`src/sv/edf_fixed_priority_job_select_macros.svh`:
```
// Assertion helpers used by the job select module.
`ifndef EDF_FIXED_PRIORITY_JOB_SELECT_MACROS_SVH
`define EDF_FIXED_PRIORITY_JOB_SELECT_MACROS_SVH

// Same-cycle implication, disabled while reset is asserted.
`define EFPJS_ASSERT_IMPL(lbl, ante, cons, msg) \
  lbl: assert property (@(posedge clk_i) disable iff (!rst_ni) (ante) |-> (cons)) \
    else $error(msg);

// Next-cycle implication, disabled while reset is asserted.
`define EFPJS_ASSERT_NEXT(lbl, ante, cons, msg) \
  lbl: assert property (@(posedge clk_i) disable iff (!rst_ni) (ante) |=> (cons)) \
    else $error(msg);

`endif

```
`src/sv/efpjs_pkg.sv`:
```
`default_nettype none

package efpjs_pkg;

  localparam int unsigned PROC_W   = 3;
  localparam int unsigned TIME_W   = 31;
  localparam int unsigned PRIO_W   = 16;
  localparam int unsigned DL_W     = 32;
  localparam int unsigned TASK_W   = 8;
  localparam int unsigned PERIOD_W = 16;
  localparam int unsigned PREC_W   = 8;
  localparam int unsigned INDEX_W  = 8;

  localparam int unsigned IN_DATA_W  = 152;
  localparam int unsigned OUT_DATA_W = 40;

  typedef enum logic {
    KIND_LOAD = 1'b0,
    KIND_JOB  = 1'b1
  } kind_e;

  // Packed with processor_id in the lowest bits.
  typedef struct packed {
    logic [PREC_W-1:0]       precedence_id;
    logic [PERIOD_W-1:0]     period_id;
    logic [TASK_W-1:0]       task_id;
    logic signed [DL_W-1:0]  deadline;
    logic [PRIO_W-1:0]       priority_req;
    logic [TIME_W-1:0]       release_time;
    logic [TIME_W-1:0]       timestamp;
    logic [PROC_W-1:0]       processor_id;
  } req_t;

  // Packed with picked_index in the lowest bits.
  typedef struct packed {
    logic [PREC_W-1:0]   picked_precedence;
    logic [PERIOD_W-1:0] picked_period;
    logic [TASK_W-1:0]   picked_task;
    logic [INDEX_W-1:0]  picked_index;
  } result_t;

  typedef struct packed {
    logic [PRIO_W-1:0]      prio;
    logic signed [DL_W-1:0] deadline;
    logic [TASK_W-1:0]      task_id;
  } key_t;

  typedef struct packed {
    logic              eligible;
    logic              have_best;
    logic              same_proc;
    logic [TIME_W-1:0] mine;
    logic [TIME_W-1:0] theirs;
  } rank_ctl_t;

endpackage

`default_nettype wire

```
`src/sv/efpjs_rank.sv`:
```
`default_nettype none

module efpjs_rank (
  input  efpjs_pkg::rank_ctl_t ctl_i,
  input  efpjs_pkg::key_t      chal_i,
  input  efpjs_pkg::key_t      best_i,
  output logic                 take_o
);

  logic chal_first;

  // Same processor: priority, then deadline (signed), then task id.
  always_comb begin
    if (chal_i.prio != best_i.prio) begin
      chal_first = chal_i.prio < best_i.prio;
    end else if (chal_i.deadline != best_i.deadline) begin
      chal_first = $signed(chal_i.deadline) < $signed(best_i.deadline);
    end else begin
      chal_first = chal_i.task_id < best_i.task_id;
    end
  end

  always_comb begin
    if (!ctl_i.eligible) begin
      take_o = 1'b0;
    end else if (!ctl_i.have_best) begin
      take_o = 1'b1;
    end else begin
      take_o = (ctl_i.mine < ctl_i.theirs) || (ctl_i.same_proc && chal_first);
    end
  end

endmodule

`default_nettype wire

```
`src/sv/edf_fixed_priority_job_select.sv`:
```
// Picks the next job to dispatch from a streamed candidate list. A request with
// tuser=0 loads one processor's current time; a request with tuser=1 is a
// candidate, eligible when its release time is at most its processor's time.
// The candidate marked by tlast closes the list and produces one result
// (tuser=1 when a job was found, else all-zero data) and starts a new list.
// One request is taken every clock cycle unless a held result stalls the input;
// a closing request passes through the input register, where the processor time
// lookup and the ranking compare run, and then into the result register. Only a
// held result stalls the input side, and only for a list-closing request.
`default_nettype none
`include "edf_fixed_priority_job_select_macros.svh"

module edf_fixed_priority_job_select #(
  parameter int unsigned NUM_PROCESSORS = 8
) (
  input  wire logic                                 clk_i,
  input  wire logic                                 rst_ni,
  input  wire logic                                 s_axis_tvalid,
  output logic                                      s_axis_tready,
  // processor_id, timestamp, release_time, priority_req, deadline, task_id,
  // period_id, precedence_id, zero fill
  input  wire logic [efpjs_pkg::IN_DATA_W-1:0]      s_axis_tdata,
  // kind
  input  wire logic                                 s_axis_tuser,
  input  wire logic                                 s_axis_tlast,
  output logic                                      m_axis_tvalid,
  input  wire logic                                 m_axis_tready,
  // picked_index, picked_task, picked_period, picked_precedence
  output logic [efpjs_pkg::OUT_DATA_W-1:0]          m_axis_tdata,
  // found
  output logic                                      m_axis_tuser
);

  localparam int unsigned TIME_W  = efpjs_pkg::TIME_W;
  localparam int unsigned PROC_W  = efpjs_pkg::PROC_W;
  localparam int unsigned INDEX_W = efpjs_pkg::INDEX_W;

  // Input register
  logic             s1_valid_q;
  efpjs_pkg::req_t  s1_req_q;
  efpjs_pkg::kind_e s1_kind_q;
  logic             s1_last_q;

  // Processor times and current pick
  logic [TIME_W-1:0]  proc_times_q [NUM_PROCESSORS];
  logic               have_best_q;
  logic [INDEX_W-1:0] seen_q;
  logic [PROC_W-1:0]  best_proc_q;
  efpjs_pkg::key_t    best_key_q;
  efpjs_pkg::result_t best_res_q;

  // Result register
  logic               m_valid_q;
  logic               m_found_q;
  efpjs_pkg::result_t m_data_q;

  logic                 mine_ok;
  logic [TIME_W-1:0]    mine;
  logic [TIME_W-1:0]    theirs;
  logic                 take;
  logic                 emit_req;
  logic                 commit;
  logic                 found_n;
  efpjs_pkg::result_t   chal_res;
  efpjs_pkg::result_t   sel_res;
  efpjs_pkg::key_t      chal_key;
  efpjs_pkg::rank_ctl_t rank_ctl;

  assign emit_req      = (s1_kind_q == efpjs_pkg::KIND_JOB) && s1_last_q;
  assign commit        = s1_valid_q && (!emit_req || !m_valid_q || m_axis_tready);
  assign s_axis_tready = !s1_valid_q || commit;

  always_comb begin
    mine_ok = 1'b0;
    mine    = '0;
    theirs  = '0;
    for (int p = 0; p < int'(NUM_PROCESSORS); p++) begin
      if (int'(s1_req_q.processor_id) == p) begin
        mine_ok = 1'b1;
        mine    = proc_times_q[p];
      end
      if (int'(best_proc_q) == p) begin
        theirs = proc_times_q[p];
      end
    end
  end

  assign chal_key.prio     = s1_req_q.priority_req;
  assign chal_key.deadline = s1_req_q.deadline;
  assign chal_key.task_id  = s1_req_q.task_id;

  assign rank_ctl.eligible  = (s1_kind_q == efpjs_pkg::KIND_JOB) && mine_ok &&
                              (s1_req_q.release_time <= mine);
  assign rank_ctl.have_best = have_best_q;
  assign rank_ctl.same_proc = s1_req_q.processor_id == best_proc_q;
  assign rank_ctl.mine      = mine;
  assign rank_ctl.theirs    = theirs;

  efpjs_rank u_rank (
    .ctl_i  (rank_ctl),
    .chal_i (chal_key),
    .best_i (best_key_q),
    .take_o (take)
  );

  assign chal_res.picked_index      = seen_q;
  assign chal_res.picked_task       = s1_req_q.task_id;
  assign chal_res.picked_period     = s1_req_q.period_id;
  assign chal_res.picked_precedence = s1_req_q.precedence_id;

  assign found_n = take || have_best_q;
  assign sel_res = take ? chal_res : best_res_q;

  always_ff @(posedge clk_i or negedge rst_ni) begin
    if (!rst_ni) begin
      s1_valid_q <= 1'b0;
    end else if (s_axis_tready) begin
      s1_valid_q <= s_axis_tvalid;
    end
  end

  always_ff @(posedge clk_i) begin
    if (s_axis_tvalid && s_axis_tready) begin
      s1_req_q  <= efpjs_pkg::req_t'(s_axis_tdata[$bits(efpjs_pkg::req_t)-1:0]);
      s1_kind_q <= efpjs_pkg::kind_e'(s_axis_tuser);
      s1_last_q <= s_axis_tlast;
    end
  end

  always_ff @(posedge clk_i or negedge rst_ni) begin
    if (!rst_ni) begin
      for (int p = 0; p < int'(NUM_PROCESSORS); p++) begin
        proc_times_q[p] <= '0;
      end
    end else if (commit && (s1_kind_q == efpjs_pkg::KIND_LOAD)) begin
      for (int p = 0; p < int'(NUM_PROCESSORS); p++) begin
        if (int'(s1_req_q.processor_id) == p) begin
          proc_times_q[p] <= s1_req_q.timestamp;
        end
      end
    end
  end

  always_ff @(posedge clk_i or negedge rst_ni) begin
    if (!rst_ni) begin
      have_best_q <= 1'b0;
      seen_q      <= '0;
      best_proc_q <= '0;
    end else if (commit && (s1_kind_q == efpjs_pkg::KIND_JOB)) begin
      if (s1_last_q) begin
        have_best_q <= 1'b0;
        seen_q      <= '0;
      end else begin
        have_best_q <= found_n;
        seen_q      <= seen_q + INDEX_W'(1);
      end
      if (take) begin
        best_proc_q <= s1_req_q.processor_id;
      end
    end
  end

  always_ff @(posedge clk_i) begin
    if (commit && (s1_kind_q == efpjs_pkg::KIND_JOB) && take) begin
      best_key_q <= chal_key;
      best_res_q <= chal_res;
    end
  end

  always_ff @(posedge clk_i or negedge rst_ni) begin
    if (!rst_ni) begin
      m_valid_q <= 1'b0;
    end else if (commit && emit_req) begin
      m_valid_q <= 1'b1;
    end else if (m_axis_tready) begin
      m_valid_q <= 1'b0;
    end
  end

  always_ff @(posedge clk_i) begin
    if (commit && emit_req) begin
      m_found_q <= found_n;
      m_data_q  <= found_n ? sel_res : '0;
    end
  end

  assign m_axis_tvalid = m_valid_q;
  assign m_axis_tuser  = m_found_q;
  assign m_axis_tdata  = m_data_q;

  `EFPJS_ASSERT_NEXT(a_pick_cleared, commit && emit_req, !have_best_q && (seen_q == '0), "pick not cleared after result")
  `EFPJS_ASSERT_IMPL(a_empty_result_zero, m_valid_q && !m_found_q, m_data_q == '0, "empty result carries data")
  `EFPJS_ASSERT_IMPL(a_stall_only_on_held_result, s1_valid_q && !s_axis_tready, m_valid_q && !m_axis_tready && emit_req, "input stalled without a held result")
  `EFPJS_ASSERT_IMPL(a_result_from_close, $rose(m_valid_q), $past(commit && emit_req), "result without a closing request")

endmodule

`default_nettype wire

```
`config.mk`:
```
export PLATFORM = sky130hd
export DESIGN_NAME = edf_fixed_priority_job_select
export DESIGN_NICKNAME = d
export VERILOG_FILES = /design/src/sv/efpjs_pkg.sv /design/src/sv/efpjs_rank.sv /design/src/sv/edf_fixed_priority_job_select.sv
export VERILOG_INCLUDE_DIRS = /design/src /design/src/sv
export SDC_FILE = /design/constraint.sdc
export NUM_CORES = 1
export LEC_CHECK = 0
export BUFFER_PORTS_ARGS = -buffer_cell sky130_fd_sc_hd__buf_2
export CAP_MARGIN = 20
export CORE_MARGIN = 1
export CORE_UTILIZATION = 35
export CTS_CLUSTER_SIZE = 10
export DETAILED_ROUTE_END_ITERATION = 6
export SLEW_MARGIN = 5
export SYNTH_ARGS = -nofsm -noshare
export SYNTH_HDL_FRONTEND = slang
export SYNTH_SLANG_ARGS = --single-unit
export TNS_END_PERCENT = 5
```
`constraint.sdc`:
```
create_clock -name clk_i -period 10.8 [get_ports clk_i]
set_clock_uncertainty 0.2 [all_clocks]
set_input_delay 0.54 -clock clk_i [delete_from_list [all_inputs] [get_ports clk_i]]
set_output_delay 0.54 -clock clk_i [all_outputs]
set_load 0.005 [all_outputs]
```
==> results of run 1 <==
==> metal layers <==
layer	up-vias	routed length, µm	share of wire
met3	138	4430	0.067
met5	-	11	0.00017
met4	2	1870	0.028
met1	8392	28300	0.43
li1	7495	-	-
met2	530	31200	0.47
==> layout by cell type, fill, tap and decap left out, drive strengths merged, types with 93 or more instances in the layout <==
cell and n:
ha 117, mux2 243, inv 144, edfxtp 276, dfrtp 262, clkbuf 103
nand2 151, dlygate4sd3 149, buf 223, mux4 93
==> flip-flops by register name, summed over array words and instances, names as in the netlist <==
register	flops
chal_key	56
m_axis_tvalid	1
s1_req_q	65
m_axis_tdata	40
best_proc_q	3
best_key_q	48
s1_kind_q	1
best_res_q	40
seen_q	8
have_best_q	1
s1_valid_q	1
proc_times_q	248
m_axis_tuser	1
s1_last_q	1
chal_res	24
==> stage by stage <==
stage                     setup WS [ns]  utilization  power, W  hold slack [ns]  cells
after floorplan                    2.71            -   0.00395           0.0444   1814
after global placement             4.01        0.384   0.00436            0.228   2901
after detailed placement           3.90        0.385   0.00443            0.233   2902
after CTS                          3.88        0.434   0.00659           0.0637   3169
after global routing               3.53        0.434   0.00686           0.0931   3170
final                              3.88        0.434   0.00651           0.0878   3174
==> report_power, final <==
part | leakage (nW) | internal (W) | switching [W]
combinational | 6.17 | 0.000859 | 0.000822
clock | 0.982 | 0.00121 | 0.000868
sequential | 5.84 | 0.00249 | 0.000264
==> worst register-to-register path, stage by stage (launching register included) <==
cell and delay, ns:
edfxtp_1 0.33, buf_4 0.51, buf_4 0.65, and3_1 0.64
a221o_1 0.31, inv_1 0.09, ha_1 0.32, nand4_1 0.15
nor4_1 0.69, nand3_1 0.29, or3_1 0.47, o21a_1 0.19
nor2_1 0.35, o21a_4 0.72, buf_4 0.63
==> kinds of logic (layout without fill, tap and decap cells) <==
logic type      Yosys count  in the layout  synth area share
buf+inv                 227            632            0.0360
flops                   538            538             0.578
simple gates            303            303            0.0535
compound gates          209            209            0.0550
xor+xnor                  6              6           0.00205
mux                     414            414             0.218
other cells               0              5                 0
fa+ha+maj               117            117            0.0570
==> worst paths after layout <==
path                                        from                            to  slack [ns]  depth (start not counted)
setup / recovery           s1_req_q[1]$_DFFE_PP_      best_key_q[12]$_DFFE_PP_        3.88                         14
hold / removal                     m_axis_tready     m_axis_tvalid$_DFFE_PN0P_        0.09                          3
setup reg to reg           s1_req_q[1]$_DFFE_PP_      best_key_q[12]$_DFFE_PP_        3.88                         14
hold reg to reg            chal_key[8]$_DFFE_PP_       best_key_q[8]$_DFFE_PP_        0.24                          0
max in group asynchronous                 rst_ni        s1_valid_q$_DFFE_PN0N_        8.38                          3
min in group asynchronous                 rst_ni  proc_times_q[52]$_DFFE_PN0P_        0.45                          2
==> what timing repair did <==
| action | in CTS | in global routing |
|---|---|---|
| hold buffers | 149 | 0 |
| hold endpoints to repair | 282 | 0 |
| endpoints found under the setup margin | 0 | 0 |
==> cell type report <==
cell class | count | area, µm²
clock inverter | 15 | 151
inverter | 142 | 533
multi-input combinational | 1049 | 9960
fill | 6582 | 40800
antenna | 5 | 12.5
tap | 950 | 1190
clock buffer | 103 | 1880
timing repair buffer | 372 | 2700
sequential | 538 | 14800
==> results.sh, run 1 <==
export IMPL_outcome="completed"
export IMPL_grt_util_met2=0.290
export IMPL_slowest_delay_ns=0.72
export IMPL_ctsResizeCount=0
export IMPL_crit_top_cell="buf_4"
export IMPL_synth_top_area_frac=0.323
export IMPL_detail_route_vias_per_cell=5.22
export IMPL_root_buffer="clkbuf_16"
export IMPL_overflow=0
export IMPL_fp_coreArea_um2=72100
export IMPL_design_die_area_um2=74500
export IMPL_antenna_found_initial=2
export IMPL_synth_area_um2=25700
export IMPL_hpwl_mm=41.8
export IMPL_synth_seq_area_share=0.578
export IMPL_ir_drop_v=0.000121
export IMPL_h_tree_depth=3
export IMPL_relSlewSlack=0.278
export IMPL_busiest_layer="met2"
export IMPL_ys_top_cells_by_area="edfxtp_1 32%, dfrtp_1 26%, mux2_2 10%"
export IMPL_rsz0062_at_grt="false"
export IMPL_syn_inst=1814
export IMPL_tritoncts="yes"
export IMPL_ys_ff_latch=538
export IMPL_syn_num_nets=2089
export IMPL_maxSlewViolCount=0
export IMPL_fmax_ghz=0.144
export IMPL_p_per_area_nw_per_um2=208
export IMPL_crit_required_ns=10.83
export IMPL_finalSetupTns_ns=0
export IMPL_dpl_cell_area_um2=27700
export IMPL_crit_type="flip-flop to flip-flop"
export IMPL_stdcell_area_um2=31300
export IMPL_clockBufferDepth=3
export IMPL_start_kind="flip-flop"
export IMPL_post_cts_buffers=0
export IMPL_synth_ff_type="edfxtp_1"
export IMPL_synth_distinct_cells=66
export IMPL_setup_viol=0
export IMPL_synth_top_cell_by_area="edfxtp_1"
export IMPL_layout_drive_gt1_share=0.293
export IMPL_cts_sinks=538
export IMPL_start_util=0.356
export IMPL_yosysMostFrequentCell="edfxtp_1"
export IMPL_grt_pass1_wl_mm=101
export IMPL_num_vias=16600
export IMPL_grt_max_degree=137
export IMPL_async_flop_share=0.487
export IMPL_crit_chain="buf_4, buf_4, and3_1, a221o_1, inv_1, ha_1, nand4_1, nor4_1, nand3_1, or3_1, o21a_1, nor2_1, o21a_4, buf_4"
export IMPL_hold_class="input port to flip-flop"
export IMPL_syn_avg_cell_area_um2=14.2
export IMPL_grt_use_met3=0.0365
export IMPL_period_minus_slack_ns=6.92
export IMPL_detail_route_wl_per_cell_um=20.7
export IMPL_max_cap_violations=0
export IMPL_gp_congestion=0.865
export IMPL_arrival_ns=6.95
export IMPL_yosys_warnings=0
export IMPL_crit_fanout=51
export IMPL_placementRows=98
export IMPL_path_delay_family="simple AND/OR/NAND/NOR gates"
export IMPL_area_growth_pct=21.7
export IMPL_numCtsBuffers=67
export IMPL_synth_edff_count=276
export IMPL_grt_use_total=0.177
export IMPL_antenna_left=0
export IMPL_synth_commonest_cells="276 x edfxtp_1, 262 x dfrtp_1, 231 x mux2_2"
export IMPL_finalNetCount=2445
export IMPL_path_buf_inv=4
export IMPL_drt_initial_drc_count=1060
export IMPL_dr_pass1_iters=5
export IMPL_die_h_um=273
export IMPL_timing_final_crit_share=0.641
export IMPL_leakagePower_nw=13.0
export IMPL_critPathCaptureType="flip-flop"
export IMPL_hold_viol=0
export IMPL_cts_reportedPaths_clkPinSlew_ns=0.06
export IMPL_port_buffers=193
export IMPL_clk_latency_ns=0.61
export IMPL_worst_slew_pin_slew_ns=1.08
export IMPL_grt_pass1_vias=17100
export IMPL_ios=201
export IMPL_critical_path_slowest_cell="o21a_4"
export IMPL_die_width_um=273
export IMPL_drc=0
export IMPL_grt_util_met1=0.232
export IMPL_drt_wl_total_mm=65.8
No activity file was read; power rests on OpenSTA's default activity.
==> run 2, diff against run 1 <==
==> constraint.sdc (replaced) <==
create_clock -name clk_i -period 5.9 [get_ports clk_i]
set_clock_uncertainty 0.2 [all_clocks]
set_input_delay 0.295 -clock clk_i [delete_from_list [all_inputs] [get_ports clk_i]]
set_output_delay 0.295 -clock clk_i [all_outputs]
set_load 0.005 [all_outputs]
==> results.sh, run 2 (synthesis gave the netlist of run 1 again) <==
export IMPL_wl_met2_mm=31.4
export IMPL_overflow=0
export IMPL_ios=201
export IMPL_area_growth_pct=23.1
export IMPL_layout_common_cells="276 x edfxtp_1, 260 x dfrtp_1, 231 x mux2_2"
export IMPL_fmax_ghz=0.196
export IMPL_stdcell_count=3187
export IMPL_cts_reportedPaths_clkPinSlew_ns=0.05
export IMPL_clk_latency_ns=0.62
export IMPL_critical_path_slowest_cell="edfxtp_1"
export IMPL_antenna_found_initial=1
export IMPL_crit_required_ns=6.02
export IMPL_dpl_cell_count=2914
export IMPL_hold_class="input port to asynchronous set/reset pin"
export IMPL_outcome="completed"
export IMPL_max_cap_violations=0
export IMPL_setup_viol=0
export IMPL_crit_chain="buf_4, mux4_2, and2_1, a221o_1, inv_1, ha_1, nand4_1, nor4_1, buf_4, nand3_1, or3_1, o21a_1, nor2_1, o21a_4, buf_4"
export IMPL_relSlewSlack=0.381
export IMPL_period_minus_slack_ns=5.10
export IMPL_arrival_ns=5.23
export IMPL_crit_fanout=28
export IMPL_grt_pass1_vias=17400
export IMPL_root_buffer="clkbuf_16"
export IMPL_clockBufferDepth=3
export IMPL_rsz0062_at_grt="false"
export IMPL_hold_viol=0
export IMPL_dpl_cell_area_um2=27900
export IMPL_tritoncts="yes"
export IMPL_ir_drop_v=0.000260
export IMPL_leakagePower_nw=13.1
export IMPL_gp_congestion=0.823
export IMPL_dr_wl_met3_mm=3.35
export IMPL_numCtsBuffers=68
export IMPL_design_die_area_um2=74500
export IMPL_slowest_delay_ns=0.54
export IMPL_reg2reg_slack_ns=0.80
export IMPL_cts_sinks=538
export IMPL_fp_coreArea_um2=72100
export IMPL_placementRows=98
export IMPL_dr_pass1_iters=5
export IMPL_start_util=0.356
export IMPL_p_per_area_nw_per_um2=385
export IMPL_crit_type="flip-flop to flip-flop"
export IMPL_maxSlewViolCount=0
export IMPL_detail_route_vias_per_cell=5.16
export IMPL_drc=0
export IMPL_stdcell_area_um2=31600
export IMPL_start_kind="flip-flop"
export IMPL_critPathCaptureType="flip-flop"
export IMPL_finalSetupTns_ns=0
export IMPL_utilization=0.438
export IMPL_num_vias=16500
export IMPL_largest_register="proc_times_q"
export IMPL_drt_initial_drc_count=1202
export IMPL_top_layer_used="met4"
export IMPL_layout_drive_gt1_share=0.298
export IMPL_r2r_start="s1_req_q[1]$_DFFE_PP_"
export IMPL_drt_wl_total_mm=66.2
export IMPL_detail_route_wl_per_cell_um=20.8
export IMPL_grt_pass1_wl_mm=102
export IMPL_crit_top_cell="buf_4"
export IMPL_mostFrequentLayoutCell="edfxtp_1"
export IMPL_antenna_left=0
export IMPL_largest_register_ffs=248
export IMPL_port_buffers=193
export IMPL_timing_final_crit_share=0.865
export IMPL_finalNetCount=2460
export IMPL_grt_max_degree=156
export IMPL_worst_slew_pin_slew_ns=0.928
export IMPL_h_tree_depth=3
export IMPL_r2r_end="best_key_q[25]$_DFFE_PP_"
export IMPL_die_h_um=273
export IMPL_die_width_um=273
export IMPL_hpwl_mm=42.0
export IMPL_grt_use_total=0.179
export IMPL_wl_met1_mm=29.6
export IMPL_reg2regPathDepth=15
==> run 2: cell count changes in the layout (fill, tap and decap cells not counted), sizes merged <==
cell         delta
diode           -2
inv             +1
clkinv          -4
bufinv          +1
dlygate4sd3     +1
clkbuf          +3
buf            +13
==> run 2: power by group <==
part	internal [W]	switching, W	total (W)
registers	0.00456	0.000417	0.00497
clock network	0.00232	0.00166	0.00398
logic	0.00164	0.00158	0.00323
total	0.00852	0.00366	0.0122
==> run 2: area by class of cell <==
cell class | instances | area (µm²)
clock inverter | 13 | 213
tap | 950 | 1190
clock buffer | 106 | 1930
sequential | 538 | 14800
antenna | 3 | 7.51
inverter | 142 | 533
fill | 6550 | 40500
timing repair buffer | 386 | 2940
multi-input combinational | 1049 | 9960
==> run 2: what timing repair did <==
| action | 4_1_cts | 5_1_grt |
|---|---|---|
| hold buffers | 150 | 0 |
| gates resized for setup | 0 | 0 |
| setup buffers | 0 | 0 |
| hold endpoints to repair | 261 | 0 |
==> run 2: critical path: cells and delay by family (launching register included) <==
family / cells / cell delay, ns
flops: 1 / 0.54
compound gates: 3 / 0.84
fa+ha+maj: 1 / 0.17
buf+inv: 4 / 1.02
simple gates: 6 / 1.64
mux: 1 / 0.37
==> run 2: per-layer routing <==
layer	track usage	vias up
li1	-	7517
met1	0.242	8381
met2	0.292	437
met3	0.0322	122
met4	0.0578	0
met5	0	-
==> run 2: worst max-delay path by stage <==
stage                               start                        to  slack, ns  depth (start not counted)
finish              s1_req_q[1]$_DFFE_PP_  best_key_q[25]$_DFFE_PP_       0.80                         15
global route        s1_req_q[1]$_DFFE_PP_  best_res_q[39]$_DFFE_PP_       0.48                         15
CTS                 s1_req_q[1]$_DFFE_PP_  best_res_q[39]$_DFFE_PP_       0.78                         15
detailed placement  s1_req_q[1]$_DFFE_PP_  best_key_q[12]$_DFFE_PP_       0.83                         15
global placement    s1_req_q[1]$_DFFE_PP_  best_key_q[12]$_DFFE_PP_       0.90                         15
floorplan           s1_req_q[0]$_DFFE_PP_  best_key_q[10]$_DFFE_PP_      -0.44                         15
==> run 2: stage by stage <==
step	setup WS (ns)	power, W	hold slack (ns)
3_3_place_gp	0.899	0.00807	0.202
2_1_floorplan	-0.440	0.00723	-0.201
6_report	0.798	0.0122	0.154
4_1_cts	0.784	0.0123	0.143
5_1_grt	0.477	0.0128	0.154
3_5_place_dp	0.828	0.00819	0.231
==> run 3, diff against run 2 <==
--- a/config.mk
+++ b/config.mk
@@ -6,7 +6,7 @@
 export SDC_FILE = /design/constraint.sdc
 export NUM_CORES = 1
 export LEC_CHECK = 0
-export BUFFER_PORTS_ARGS = -buffer_cell sky130_fd_sc_hd__buf_2
+export BUFFER_PORTS_ARGS = -buffer_cell sky130_fd_sc_hd__buf_4
 export CAP_MARGIN = 20
 export CORE_MARGIN = 1
 export CORE_UTILIZATION = 35
==> results.sh, run 3 (synthesis gave the netlist of run 1 again) <==
export IMPL_placementRows=98
export IMPL_finalSetupTns_ns=0
export IMPL_comb_power_share=0.271
export IMPL_layout_drive_gt1_share=0.298
export IMPL_clockBufferDepth=3
export IMPL_maxSlewViolCount=0
export IMPL_num_vias=16500
export IMPL_gp_congestion=0.836
export IMPL_hold_viol=0
export IMPL_p_sw_w=0.00359
export IMPL_post_cts_buffers=0
export IMPL_relSlewSlack=0.333
export IMPL_dr_pass1_iters=5
export IMPL_cts_reportedPaths_clkPinSlew_ns=0.05
export IMPL_stdcell_area_um2=32000
export IMPL_root_buffer="clkbuf_16"
export IMPL_fill_cells=6513
export IMPL_overflow=0
export IMPL_start_util=0.356
export IMPL_timing_final_crit_share=0.958
export IMPL_setup_viol=0
export IMPL_hold_class="input port to asynchronous set/reset pin"
export IMPL_p_per_area_nw_per_um2=376
export IMPL_ir_drop_v=0.000263
export IMPL_cts_sinks=538
export IMPL_power_frac_clock=0.315
export IMPL_port_buffers=193
export IMPL_rsz0062_at_grt="false"
export IMPL_worst_slew_pin_slew_ns=1.00
export IMPL_ios=201
export IMPL_area_growth_pct=24.6
export IMPL_mostFrequentLayoutCell="edfxtp_1"
export IMPL_grt_pass1_vias=17200
export IMPL_crit_type="flip-flop to flip-flop"
export IMPL_die_width_um=273
export IMPL_swShare=0.299
export IMPL_leakagePower_nw=13.3
export IMPL_holdBufCountCts=150
export IMPL_max_cap_violations=0
export IMPL_hpwl_mm=42.4
export IMPL_layout_common_cells="276 x edfxtp_1, 260 x dfrtp_1, 231 x mux2_2"
export IMPL_crit_fanout=39
export IMPL_numCtsBuffers=67
export IMPL_drt_wl_total_mm=66.4
export IMPL_largest_register="proc_times_q"
export IMPL_grt_use_total=0.179
export IMPL_crit_required_ns=5.99
export IMPL_tritoncts="yes"
export IMPL_dpl_cell_area_um2=28500
export IMPL_critPathCaptureType="flip-flop"
export IMPL_drc=0
export IMPL_fmax_ghz=0.177
export IMPL_antenna_left=0
export IMPL_p_int_w=0.00843
export IMPL_period_minus_slack_ns=5.65
export IMPL_largest_register_ffs=248
export IMPL_pwr_share_seq=0.414
export IMPL_finalNetCount=2463
export IMPL_h_tree_depth=3
export IMPL_detail_route_wl_per_cell_um=20.8
export IMPL_pre_cts_slack_ns=0.422
export IMPL_start_kind="flip-flop"
export IMPL_clk_latency_ns=0.60
export IMPL_fp_coreArea_um2=72100
export IMPL_layout_setup_ws_ns=0.245
export IMPL_die_h_um=273
export IMPL_grt_pass1_wl_mm=102
export IMPL_ctsResizeCount=0
export IMPL_finalPower_w=0.0120
export IMPL_detail_route_vias_per_cell=5.18
export IMPL_design_die_area_um2=74500
export IMPL_arrival_ns=5.74
export IMPL_grt_max_degree=174
export IMPL_outcome="completed"
export IMPL_antenna_found_initial=1
export IMPL_drt_initial_drc_count=1117
-- run 3: per-layer routing --
metal	up-vias	wire [µm]	track usage	share of wire
met4	0	1820	0.0628	0.027
met3	111	3740	0.0303	0.056
met5	-	0	0	0
met1	8422	29700	0.244	0.45
met2	469	31200	0.288	0.47
li1	7520	-	-	-
-- run 3: final timing paths --
check	from	to	slack (ns)	cells after the start
worst max-delay path	s1_req_q[2]$_DFFE_PP_	best_key_q[8]$_DFFE_PP_	0.25	15
worst min-delay path	rst_ni	proc_times_q[21]$_DFFE_PN0P_	0.08	2
worst max register to register	s1_req_q[2]$_DFFE_PP_	best_key_q[8]$_DFFE_PP_	0.25	15
worst min register to register	chal_res[28]$_DFFE_PP_	best_res_q[28]$_DFFE_PP_	0.24	0
max in group asynchronous	rst_ni	proc_times_q[166]$_DFFE_PN0P_	4.03	3
min in group clk_i	s_axis_tdata[93]	chal_key[20]$_DFFE_PP_	0.20	2
-- run 3: metrics by stage --
step / cells / hold WS (ns) / utilization
2_1_floorplan: 1814 / -0.201 / -
3_3_place_gp: 2916 / 0.156 / 0.394
3_5_place_dp: 2918 / 0.176 / 0.395
4_1_cts: 3181 / 0.128 / 0.443
5_1_grt: 3183 / 0.159 / 0.444
6_report: 3188 / 0.0762 / 0.444
-- run 3: power groups by stage --
stage | registers [W] | logic (W) | clock network [W]
3_5_place_dp | 0.00504 | 0.00318 | 0
5_1_grt | 0.00505 | 0.00357 | 0.00404
3_3_place_gp | 0.00499 | 0.00311 | 0
6_report | 0.00498 | 0.00326 | 0.00379
2_1_floorplan | 0.00487 | 0.00236 | 0
4_1_cts | 0.00497 | 0.00328 | 0.00391
-- run 3: worst max-delay path, cell delays in order (launching register included) --
cell and delay (ns):
edfxtp_1 0.90, buf_4 0.44, nand3b_1 0.15, buf_4 0.21
o21a_1 0.18, a21o_1 0.18, inv_1 0.07, ha_1 0.14
and4_1 0.32, nor3b_1 0.73, nand3_1 0.25, or3_1 0.45
o21a_1 0.18, nor2_1 0.38, o21a_4 0.27, buf_12 0.24
-- run 3: area by class of cell --
class                      instances  area, µm²  area share
sequential                       538      14800       0.464
multi-input combinational       1049       9950       0.311
timing repair buffer             390       3460       0.108
clock buffer                      99       1830      0.0571
tap                              950       1190      0.0371
inverter                         142        533      0.0167
clock inverter                    14        178     0.00555
antenna                            6       15.0    0.000469
